<file path="src/hw/rtl/kcq_pkg.sv">
`timescale 1ns / 1ps
package kcq_pkg;

  // Item operation codes carried in tuser
  typedef enum logic [1:0] {
    OP_LOAD     = 2'd0,
    OP_TRAIN    = 2'd1,
    OP_CLASSIFY = 2'd2,
    OP_NONE     = 2'd3
  } op_e;

  // Result kind carried in tuser on the output side
  localparam logic KIND_CLASS  = 1'b0;
  localparam logic KIND_UPDATE = 1'b1;

  localparam int unsigned Slots     = 16;
  localparam int unsigned IdxW      = 4;
  localparam int unsigned FracBits  = 8;
  localparam int unsigned CompW     = 8 + FracBits;
  localparam int unsigned SqW       = 2 * CompW;
  localparam int unsigned DistW     = SqW + 2;
  localparam int unsigned SumW      = 30;
  localparam int unsigned CntW      = 23;
  localparam int unsigned DvdW      = SumW + FracBits;
  localparam int unsigned RemW      = CntW + 1;
  localparam int unsigned BitCntW   = 6;
  localparam logic [BitCntW-1:0] DivLastBit = BitCntW'(DvdW - 1);
  localparam logic [4:0] CountReset = 5'd10;

  // Commands from the controller to the datapath
  typedef struct packed {
    logic            load_cent;
    logic            search;
    logic [1:0]      step;
    logic            first;
    logic            accum;
    logic            div_start;
    logic            div_step;
    logic            emit_cls;
    logic            emit_upd;
    logic            last;
    logic            clear_sums;
    logic [IdxW-1:0] idx;
  } cmd_t;

  // Status from the datapath to the controller
  typedef struct packed {
    logic out_free;
  } status_t;

endpackage

</file>
<file path="src/hw/rtl/kcq_ctrl.sv">
`timescale 1ns / 1ps
module kcq_ctrl (
  input  logic              clk_i,
  input  logic              rst_ni,
  input  logic              cfg_we_i,
  input  logic [4:0]        cfg_wdata_i,
  input  logic              in_valid_i,
  input  logic [1:0]        in_op_i,
  input  logic              in_eop_i,
  output logic              in_ready_o,
  input  kcq_pkg::status_t  status_i,
  output kcq_pkg::cmd_t     cmd_o
);

  typedef enum logic [7:0] {
    S_IDLE     = 8'b0000_0001,
    S_DIST     = 8'b0000_0010,
    S_ACCUM    = 8'b0000_0100,
    S_DLOAD    = 8'b0000_1000,
    S_DIVIDE   = 8'b0001_0000,
    S_EMIT_UPD = 8'b0010_0000,
    S_EMIT_CLS = 8'b0100_0000,
    S_CLEAR    = 8'b1000_0000
  } state_e;

  state_e state_q, state_d;
  logic [4:0] count_q;
  logic [kcq_pkg::IdxW-1:0] idx_q, idx_d;
  logic [1:0] step_q, step_d;
  logic [kcq_pkg::BitCntW-1:0] bit_q, bit_d;
  logic [1:0] op_q, op_d;
  logic eop_q, eop_d;
  logic [4:0] active;
  logic [kcq_pkg::IdxW-1:0] last_idx;

  // Clamp the active cluster count to 1..16
  always_comb begin
    if (count_q == 5'd0) begin
      active = 5'd1;
    end else if (count_q > 5'd16) begin
      active = 5'd16;
    end else begin
      active = count_q;
    end
  end
  assign last_idx = kcq_pkg::IdxW'(active - 5'd1);

  // Hold the cluster count register
  always_ff @(posedge clk_i or negedge rst_ni) begin
    if (!rst_ni) begin
      count_q <= kcq_pkg::CountReset;
    end else if (cfg_we_i) begin
      count_q <= cfg_wdata_i;
    end
  end

  assign in_ready_o = (state_q == S_IDLE);

  // Sequence each transaction: a load writes directly, others search, then accumulate/update or emit
  always_comb begin
    state_d = state_q;
    idx_d   = idx_q;
    step_d  = step_q;
    bit_d   = bit_q;
    op_d    = op_q;
    eop_d   = eop_q;
    cmd_o   = '0;
    cmd_o.idx  = idx_q;
    cmd_o.step = step_q;
    cmd_o.first = (idx_q == '0);
    cmd_o.last  = (idx_q == last_idx);
    unique case (state_q)
      S_IDLE: begin
        if (in_valid_i) begin
          op_d   = in_op_i;
          eop_d  = in_eop_i;
          idx_d  = '0;
          step_d = 2'd0;
          unique case (in_op_i)
            kcq_pkg::OP_LOAD:  cmd_o.load_cent = 1'b1;
            kcq_pkg::OP_TRAIN, kcq_pkg::OP_CLASSIFY: state_d = S_DIST;
            default: state_d = S_IDLE;
          endcase
        end
      end
      S_DIST: begin
        cmd_o.search = 1'b1;
        if (step_q == 2'd3) begin
          step_d = 2'd0;
          if (idx_q == last_idx) begin
            state_d = (op_q == kcq_pkg::OP_TRAIN) ? S_ACCUM : S_EMIT_CLS;
          end else begin
            idx_d = idx_q + 1'b1;
          end
        end else begin
          step_d = step_q + 1'b1;
        end
      end
      S_ACCUM: begin
        cmd_o.accum = 1'b1;
        idx_d = '0;
        state_d = eop_q ? S_DLOAD : S_IDLE;
      end
      S_DLOAD: begin
        cmd_o.div_start = 1'b1;
        bit_d = '0;
        state_d = S_DIVIDE;
      end
      S_DIVIDE: begin
        cmd_o.div_step = 1'b1;
        bit_d = bit_q + 1'b1;
        if (bit_q == kcq_pkg::DivLastBit) begin
          state_d = S_EMIT_UPD;
        end
      end
      S_EMIT_UPD: begin
        if (status_i.out_free) begin
          cmd_o.emit_upd = 1'b1;
          if (idx_q == last_idx) begin
            state_d = S_CLEAR;
          end else begin
            idx_d = idx_q + 1'b1;
            state_d = S_DLOAD;
          end
        end
      end
      S_EMIT_CLS: begin
        if (status_i.out_free) begin
          cmd_o.emit_cls = 1'b1;
          state_d = S_IDLE;
        end
      end
      S_CLEAR: begin
        cmd_o.clear_sums = 1'b1;
        state_d = S_IDLE;
      end
      default: state_d = S_IDLE;
    endcase
  end

  always_ff @(posedge clk_i or negedge rst_ni) begin
    if (!rst_ni) begin
      state_q <= S_IDLE;
      idx_q   <= '0;
      step_q  <= '0;
      bit_q   <= '0;
      op_q    <= '0;
      eop_q   <= 1'b0;
    end else begin
      state_q <= state_d;
      idx_q   <= idx_d;
      step_q  <= step_d;
      bit_q   <= bit_d;
      op_q    <= op_d;
      eop_q   <= eop_d;
    end
  end

endmodule

</file>
<file path="config.mk">
export PLATFORM = sky130hd
export DESIGN_NAME = kcq_ctrl
export DESIGN_NICKNAME = d
export VERILOG_FILES = /design/src/hw/rtl/kcq_pkg.sv /design/src/hw/rtl/kcq_ctrl.sv
export SDC_FILE = /design/constraint.sdc
export NUM_CORES = 1
export LEC_CHECK = 0
export ABC_AREA = 1
export BUFFER_PORTS_ARGS = -buffer_cell sky130_fd_sc_hd__buf_2
export CAP_MARGIN = 25
export CORE_ASPECT_RATIO = 1.5
export CORE_MARGIN = 2
export CORE_UTILIZATION = 60
export DETAILED_ROUTE_END_ITERATION = 6
export PLACE_DENSITY = 0.84
export RECOVER_POWER = 50
export SLEW_MARGIN = 20
export SYNTH_ARGS = -nofsm -noshare
export SYNTH_HDL_FRONTEND = slang
export SYNTH_SLANG_ARGS = --single-unit
</file>
<file path="constraint.sdc">
create_clock -name clk_i -period 3.23 [get_ports clk_i]
set_clock_uncertainty 0.05 [all_clocks]
set_input_delay 0.323 -clock clk_i [delete_from_list [all_inputs] [get_ports clk_i]]
set_output_delay 0.323 -clock clk_i [all_outputs]
set_load 0.01 [all_outputs]
</file>
=== Yosys cells after proc, flatten, opt, wreduce, memory -nomap -nowiden ===
Index checks and enable logic that the tools add are counted.

* Flip-flop bits (word level): 28
* Output and inout bits: 17

* Reductions and logical operators: 11
* Multiplexer cells: 33
* $add $sub $neg: 4
* Eq/ne operators: 21
* $lt $le $gt $ge: 1

{| class="wikitable"
|+ Operators with widths
! operator !! number
|-
| $mux W8 || 7
|-
| $pmux W8 S7 || 1
|-
| $mux W4 || 7
|-
| $pmux W4 S4 || 1
|-
| $pmux W8 S2 || 1
|-
| $ne A2 B2 Y1 const B || 7
|-
| $pmux W6 S2 || 1
|-
| $mux W1 || 11
|-
| $eq A8 B1 Y1 const B || 1
|-
| $eq A8 B2 Y1 const B || 1
|-
| $eq A8 B3 Y1 const B || 1
|-
| $eq A8 B4 Y1 const B || 1
|-
| $eq A8 B5 Y1 const B || 1
|-
| $eq A8 B6 Y1 const B || 1
|-
| $eq A8 B7 Y1 const B || 1
|-
| $eq A8 B8 Y1 const B || 1
|-
| $mux W7 || 1
|-
| $reduce_and A7 Y1 || 1
|-
| $add A6 B1 Y6 const B || 1
|-
| $eq A6 B6 Y1 const B || 1
|-
| $gt A5 B5 Y1 const B || 1
|-
| $logic_not A5 Y1 || 1
|-
| $add A4 B1 Y4 const B || 1
|-
| $eq A2 B1 Y1 const B || 2
|-
| 13 further kinds || 17
|}

=== Longest topological paths before layout ===
Gate-level depths: netlist of the first run.

* Depth in word-level cells: 8
* Depth in mapped cells: 17
* Depth with buffers taken out: 17

=== Least setup slack after synthesis of the first run ===
OpenSTA, ideal clock, no wires.

* Path kind: reg2out
* Start point: reg count_q[0]
* End point: out cmd_o[5] (netlist bit)
* Path slack: 1.341 ns
* Arrival: 1.516 ns
* Path buffers: 0
* Stages on the path, launching flop included: 11
* Cells stage by stage: dfrtp_1 -> nor2_1 -> nand2_1 -> nand2_1 -> nand2_1 -> ha_1 -> xor2_1 -> nand2_2 -> nor2_4 -> nand2_4 -> inv_1

{| class="wikitable"
|+ RTL lines
! what !! line !! text
|-
| start, declared || kcq_ctrl.sv:27 || <nowiki>logic [4:0] count_q;</nowiki>
|-
| start signal, assigned || kcq_ctrl.sv:51 || <nowiki>count_q <= kcq_pkg::CountReset;</nowiki>
|-
| start signal, assigned || kcq_ctrl.sv:53 || <nowiki>count_q <= cfg_wdata_i;</nowiki>
|-
| end, declared || kcq_ctrl.sv:12 || <nowiki>output kcq_pkg::cmd_t cmd_o</nowiki>
|}

==> results list, run 1 <==
* Fraction of the yosys area taken by sequential cells: 39.9%
- Warnings from Yosys: 0
* Result of the run: finished with violations
- Count of placed standard cells including taps: 290
* Wire length reported by the detailed router: 3.42 mm
* Vert. Die Dim: 70.5 um
- Pin placement for this block handled 30 I/O pins.
- Setup repair after global routing missed its margin: false
- # port buffers: 29
- Once the clock tree was built, the resizer swapped 0 gates to a different size.
* Clock tree root buffer cell: clkbuf_8
* Type of element capturing the critical path: primary output
* Area after detailed placement: 1960 um^2
* Maximum clock path buffer count: 2
- Post-synthesis instance area: 1770 um^2
* Standby leakage power: 1.05 nW
- Slew Limit Headroom: 0.535%
- Via density: 5.17
- The worst register-to-register path has a depth of 17.
- 0 antenna diodes ended up in the layout.
* Source of the worst register-to-register timing path: count_q[0]$_DFFE_PN0P_
* Number of clock sinks: 28
* Most frequent cell after synthesis: nand2_1
- Crit path required time: 2.86 ns
- The via count of the first global-routing pass was 1458.
- Entering global routing, the biggest net connects 29 pins.
* Post-synthesis area per instance: 7.92 um^2
- The wire-length estimate of the detail-placed layout is 2.72 mm.
* First-pass GRT wire length: 6.03 mm
- Number of clock buffers inserted by TritonCTS: 3
* DRC Markers: 0
- Arrival time reported for the critical path endpoint: 1.99 ns
* Register clock-pin slew on the reported worst setup and hold paths: 0.09 ns
* Final setup violation count: 0
- The clock reaches the later pin of the worst-skew pair after 0.28 ns.
* Final critical-path required period: 2.37 ns
- The netlist uses 29 different library cells.
- Final core area utilization: 70.4%
* H-tree depth reported by CTS: 1
- At the end of the flow, the number of nets in the layout was 276.
* Critical-path maximum fanout: 8
- The design draws 0.00124 W.
* Relative area change from synthesis to final layout: 13.6%
- Initial standard-cell utilization of the core: 61.9%
* Number of cells on the worst hold path: 3
- The detail route stage leaves a number of antenna-violating nets equal to 0.
* Number of enable-type register cells in the synthesized netlist: 0
- For this block, the initial DRC count from the detailed router was 43.
- In the synthesized netlist the async set-or-reset flop fraction comes to 100%.
* Post-CTS Hold Buffers: 0
- Overflow left after global routing: 0
- Static timing analysis puts the maximum clock frequency at 422 MHz.
- Of all cell types, the one taking the most synthesized area is dfrtp_1.
- After layout, the worst path uses 73.3% of the clock period.
- Type of the tightest min-delay check: in -> reg
- Yosys reg bits: 28
- Maximum vdd drop: 0.501 mV
- In the final timing run, aggregate negative setup slack is 0 ns.
- Summing over every cut layer, the via total after detailed routing is 1520.
* Final count of pins violating max slew: 0
* Fraction of layout cells with a size suffix above 1: 25.1%
- The number of hold violations in the final report came to 0.
- Number of standard cells in the layout, taps in and fillers out: 294
* Total global routing track utilization: 22.7%
- Floorplan Core Area: 2850 um^2
* Clock tree from TritonCTS: yes
- For the pin with the worst max-slew slack, the measured transition is 1.49 ns.
- Kind of launch point of the worst setup path: flip-flop
- Synthesis handed over a netlist of 223 instances.
- Launching instance or port of the critical path: count_q[0]$_DFFE_PN0P_
- Routability congestion estimate: 0.819
- Max-cap violations: 1
* R2r setup slk: 1.26 ns
- Ranked by total cell area, the synthesized netlist is headed by dfrtp_1 35%, nand2_1 11%, inv_1 5.9%.
* Post-CTS setup buffers: 0
- After detailed routing, the average wire length per cell comes to 11.6 um.
* Top post-synthesis cells by count: 53 x nand2_1, 28 x inv_1, 25 x dfrtp_1
- Synthesized netlist net count: 243
- Drt first pass iters: 4
* Post-route cell area: 2010 um^2
* Violations in the final reports: max-capacitance violations
- The endpoint identified for the worst register-to-register timing path is state_q[1]$_DFFE_PN0P_.
* Post-synth top area share: 35.4%
- Areal power density over the cells: 618 nW/um^2
- Number of placement rows: 24
- X dimension of the die: 48.3 um
- Main flop type after synthesis: dfrtp_1
- The critical path ends at cmd_o[5].
- Total die area: 3400 um^2
* Antenna violations before repair: 0
- The worst setup path is of the reg -> out kind.
## sequential cells by signal (all words and copies together) (netlist names)
signal / count
idx_q: 4
eop_q: 1
op_q: 2
bit_q: 6
step_q: 2
state_q: 8
count_q: 5
## per-stage QoR
stage                     setup slack (ns)  hold WS (ns)
after floorplan                       1.34       -0.0226
after global placement                1.22         0.316
after detailed placement              1.19         0.324
after CTS                            0.857        0.0187
after global routing                 0.680         0.218
final                                0.863         0.196
## power by group
part,internal [W],switching (W)
clock,0.000109,0.000107
sequential,0.000419,0.0000586
combinational,0.000189,0.000358
## how the worst min path moves through the flow
stage	slack [ns]	end	from
global route	0.22	count_q[0]$_DFFE_PN0P_	cfg_wdata_i[0]
floorplan	-0.02	bit_q[0]$_DFFE_PN0P_	rst_ni
global placement	0.32	bit_q[2]$_DFFE_PN0P_	rst_ni
CTS	0.02	bit_q[2]$_DFFE_PN0P_	rst_ni
detailed placement	0.32	bit_q[2]$_DFFE_PN0P_	rst_ni
finish	0.20	count_q[4]$_DFFE_PN0P_	cfg_wdata_i[4]
## worst max-delay path, cell delays in order (launching register included)
cell and delay (ns):
dfrtp_1 0.40, nor2_1 0.14, nand2_1 0.07, nand2_1 0.07, nand2_1 0.07, ha_1 0.22
inv_1 0.05, nand2_1 0.06, nand2_1 0.07, nand2_1 0.05, nand2_1 0.06, nand2_2 0.06
nor2_4 0.13, nand2_4 0.09, inv_1 0.06, buf_2 0.12
## area by class of cell
| class | count | area [um^2] |
|---|---|---|
| fillers | 253 | 846 |
| well taps | 39 | 48.8 |
| multi-input cells | 159 | 927 |
| flip-flops and latches | 28 | 704 |
| clock buffers | 4 | 55.1 |
| inverters | 35 | 131 |
| repair buffers | 29 | 140 |
## placed cells by master (no fill, tap or decap)
cell      instances
nor2_2            6
o22ai_1           2
nor2_1           16
nand3_2           2
nand2_1          53
nor2_8            1
nand2_4           5
nand4_1           5
mux2_2            2
nand3_1          18
nand3b_1          1
a21oi_1           3
nor4_1            2
nor3_1            2
clkbuf_8          4
dfrtp_1          25
clkbuf_1          4
o21ai_1           1
o21ai_2           2
buf_2            25
mux2i_1           1
xor2_1            3
inv_2             6
ha_1              7
o21bai_1          2
nor2_4            6
dfstp_1           2
o21ai_0          15
nand2_2           3
dfstp_2           1
nor3_2            1
inv_1            29
## kinds of logic after synthesis
kind of cell | Yosys count | share of synthesized area (%)
AND/OR/NAND/NOR | 121 | 36.3
buffers and inverters | 36 | 7.65
flip-flops | 28 | 39.9
AO/OA/AOI/OAI | 25 | 7.93
adder cells (fa/ha/maj) | 7 | 4.96
XOR/XNOR | 3 | 1.49
multiplexers | 3 | 1.84
## routing by layer
| metal | share of wire [%] | vias to the layer above | GRT usage [%] | wire length, um |
|---|---|---|---|---|
| met5 | 0 | - | 0 | 0 |
| met4 | 4.0 | 0 | 13.0 | 136 |
| met3 | 3.8 | 13 | 2.56 | 130 |
| met2 | 52 | 38 | 41.7 | 1770 |
| met1 | 40 | 688 | 24.8 | 1380 |
| li1 | - | 781 | - | - |
(Power assumes the default switching activity.)
==> run 2, diff against run 1 <==
--- a/config.mk
+++ b/config.mk
@@ -10,9 +10,9 @@
 export CAP_MARGIN = 25
 export CORE_ASPECT_RATIO = 1.5
 export CORE_MARGIN = 2
-export CORE_UTILIZATION = 60
+export CORE_UTILIZATION = 56
 export DETAILED_ROUTE_END_ITERATION = 6
-export PLACE_DENSITY = 0.84
+export PLACE_DENSITY = 0.8
 export RECOVER_POWER = 50
 export SLEW_MARGIN = 20
 export SYNTH_ARGS = -nofsm -noshare
==> constraint.sdc (replaced) <==
create_clock -name clk_i -period 2.2 [get_ports clk_i]
set_clock_uncertainty 0.05 [all_clocks]
set_input_delay 0.22 -clock clk_i [delete_from_list [all_inputs] [get_ports clk_i]]
set_output_delay 0.22 -clock clk_i [all_outputs]
set_load 0.01 [all_outputs]
==> run 2 against run 1 <==
The flow now finishes without violations; first-iteration DRC count shrank 42%; clock power grew 86%; sequential cell count stayed put; largest cell class unchanged; largest power group unchanged; highest routed layer unchanged.
==> results list, run 2 (synthesis gave the netlist of run 1 again) <==
- Worst-margin pin slew: 0.608 ns (was 1.49 ns)
- Setup repair after global routing missed its margin: true (was false).
- Final core area utilization: 68.1% (was 70.4%)
- Maximum clock path buffer count: 2 (unchanged)
* Drt first pass iters: 4 (unchanged)
- Clk network pwr share: 20.7% (was 17.5%)
* Internal Pwr Total: 0.00116 W (was 0.000717 W)
* Total global routing track utilization: 22.5% (was 22.7%)
- Type of element capturing the critical path: primary output (unchanged)
- The net switching power of the design was 0.000792 W (was 0.000524 W).
- The placement-stage cell area is 1960 um^2 (about the same).
- R2r setup slk: 0.15 ns (was 1.26 ns)
- Worst Path Class, Setup: reg -> out (unchanged)
* Maximum vdd drop: 0.663 mV (was 0.501 mV)
- The count of antenna diodes in the layout came to 0 (unchanged).
- Cells on worst reg2reg path: 18 (was 17)
* Clock tree from TritonCTS: yes (unchanged)
* Source of the worst register-to-register timing path: count_q[0]$_DFFE_PN0P_ (unchanged)
* Routed wire per std cell: 12.7 um (was 11.6 um)
- The number of flip-flops under the largest register name came to 8 (unchanged).
* Highest Clock Rate: 466 MHz
- The worst relative slew slack came to 59.5% (was 0.535%).
- The number of max-cap violations is 0 (was 1).
* Result of the run: finished, final reports clean (was finished with violations)
- The combinational power share was 43.3% (was 44.0%).
- # port buffers: 29 (unchanged)
* Relative area change from synthesis to final layout: 19.3% (was 13.6%)
- Final TNS setup: 0 ns (unchanged)
* Antenna viol nets, final: 0 (unchanged)
- The die extent in x came to 49.9 um (was 48.3 um).
* Number of clock buffers inserted by TritonCTS: 3 (unchanged)
- Registers with the most flip-flops: state_q: 8 flops, bit_q: 6 flops, count_q: 5 flops (unchanged)
* Total design power: 0.00196 W (was 0.00124 W)
* Final clock period utilization by the worst path: 97.5%
* Register with the most flip-flops: state_q (unchanged)
- Insertion delay to the later sink of the worst-skew pair: 0.27 ns (was 0.28 ns)
- The post-route DRC violation count is 0 (unchanged).
* Wire length reported by the detailed router: 3.81 mm (was 3.42 mm)
- The post-route cell area came to 2110 um^2 (was 2010 um^2).
- The most frequent standard cell in the layout excluding fill and tap cells was nand2_1 (unchanged).
- Hold WS: 0.0951 ns (was 0.196 ns)
- Standby leakage power: 1.10 nW (was 1.05 nW)
- Hold Crit Start: cfg_wdata_i[4] (unchanged)
* Via density: 5.20 (was 5.17)
* Detailed placer's ending HPWL: 2.90 mm (was 2.72 mm)
- Number of global-route vias before repair: 1494 (was 1458)
- Iteration-0 DRC Markers: 25 (was 43)
- Final critical-path required period: 2.14 ns
- The number of I/O pins came to 30 (unchanged).
- Number of placement rows: 25 (was 24)
* Net count reported at finish: 281 (was 276)
- The worst-case hold path end point was count_q[4]$_DFFE_PN0P_ (unchanged).
* Critical register-to-register path endpoint: state_q[1]$_DFFE_PN0P_ (unchanged)
- The fraction of layout instances using a drive strength above 1 was 32.3% (was 25.1%).
- Pin count of the biggest net entering global routing: 29 (unchanged)
* Register clock-pin slew on the reported worst setup and hold paths: 0.10 ns (was 0.09 ns)
- The H-tree depth reported by CTS came to 1 (unchanged).
- First-pass GRT wire length: 6.23 mm (was 6.03 mm)
* Number of cells on the worst hold path: 3 (unchanged)
* Final Hold Vio Count: 0 (unchanged)
* Final setup violation count: 0 (unchanged)
- The final-report max-slew violation count came to 0 (unchanged).
- Overall via count from detail_route: 1559 (was 1520)
- Sequential share of power: 36.0% (was 38.5%)
* Overflow left after global routing: 0 (unchanged)
- The buffer cell driving the clock tree root is clkbuf_8 (unchanged).
* Floorplan Core Area: 3100 um^2 (was 2850 um^2)
- The switching part of the total came to 40.5% (was 42.2%).
- The worst hold path class was in -> reg (unchanged).
- Arrival time reported for the critical path endpoint: 1.87 ns (was 1.99 ns)
- Initial standard-cell utilization of the core: 57.1% (was 61.9%)
- Areal power density over the cells: 927 nW/um^2 (was 618 nW/um^2)
- Commonest non-fill, non-tap cells in the layout: 50 x nand2_1, 28 x buf_2, 26 x inv_1 (was 53 x nand2_1, 29 x inv_1, 25 x dfrtp_1, 25 x buf_2, 18 x nand3_1).
- The highest net fanout along the worst path came to 3 (was 8).
- The weighted congestion at the end of routability-driven global placement is 0.847 (was 0.819).
* Kind of launch point of the worst setup path: flip-flop (unchanged)
- The total clock sinks was 28 (unchanged).
- The die outline area was 3630 um^2 (was 3400 um^2).
- The number of antenna violations at the first check in global routing was 0 (unchanged).
- The vertical die dimension was 72.8 um (was 70.5 um).
- The required time of the worst setup path is 1.93 ns (was 2.86 ns).
-- run 2: cell count changes in the layout (fill, tap and decap cells not counted), moves of 3 or more --
cell | previous run | this run
buf_4 | 0 | 4
nand2_2 | 3 | 6
inv_2 | 6 | 9
clkbuf_1 | 4 | 0
nand2_1 | 53 | 50
inv_1 | 29 | 26
buf_2 | 25 | 28
-- run 2: worst max-delay path, cell delays in order (launching register included) --
cell	delay (ns)
dfrtp_1	0.41
nor2_2	0.12
nand2_1	0.07
nand2_2	0.08
nand2_2	0.07
ha_4	0.16
inv_2	0.05
nand2_2	0.04
nand2_1	0.07
nand2_1	0.04
nand2_1	0.07
nand2_2	0.06
nor2_4	0.13
nand2_4	0.07
inv_2	0.05
buf_6	0.09
-- run 2: how the worst max path moves through the flow --
stage	from	to	cells after the start
final	count_q[0]$_DFFE_PN0P_	cmd_o[5]	15
after global routing	count_q[0]$_DFFE_PN0P_	cmd_o[5]	15
after CTS	count_q[0]$_DFFE_PN0P_	cmd_o[5]	15
after detailed placement	count_q[0]$_DFFE_PN0P_	state_q[1]$_DFFE_PN0P_	17
after global placement	count_q[1]$_DFFE_PN1P_	cmd_o[5]	14
after floorplan	count_q[0]$_DFFE_PN0P_	state_q[1]$_DFFE_PN0P_	13
-- run 2: power groups by stage --
| stage | Sequential [W] | Clock [W] | Combinational, W |
|---|---|---|---|
| final | 0.000705 | 0.000404 | 0.000847 |
| after global routing | 0.000722 | 0.000429 | 0.000943 |
| after CTS | 0.000701 | 0.000408 | 0.000828 |
| after detailed placement | 0.000712 | 0 | 0.000813 |
| after global placement | 0.000710 | 0 | 0.000793 |
| after floorplan | 0.000710 | 0 | 0.000602 |
-- run 2: area by class of cell --
class,count,area [um^2]
fillers,264,988
multi-input cells,159,960
flip-flops and latches,28,704
repair buffers,34,191
inverters,35,131
well taps,40,50.0
clock buffers,3,41.3
clock inverters,1,30.0
-- run 2: metrics by stage --
step | instances | worst slack (ns)
5_1_grt | 300 | -0.0734
2_1_floorplan | 223 | 0.377
6_report | 300 | 0.0555
3_5_place_dp | 291 | 0.241
3_3_place_gp | 291 | 0.286
4_1_cts | 299 | 0.0204
-- run 2: timing repair --
item | in CTS | in global routing
resized for setup | 0 | 11
pin swaps | 2 | 7
hold buffers | 1 | 0
endpoints found under the hold margin | 25 | 0
setup buffers | 3 | 1
setup endpoints to repair | 1 | 7
-- run 2: metal layers --
metal,vias to the layer above,global-route usage [%],share of wire (%)
met1,712,24.1,37
met2,42,41.8,55
li1,789,-,-
met5,-,0,0
met3,16,2.87,3.5
met4,0,12.7,3.9
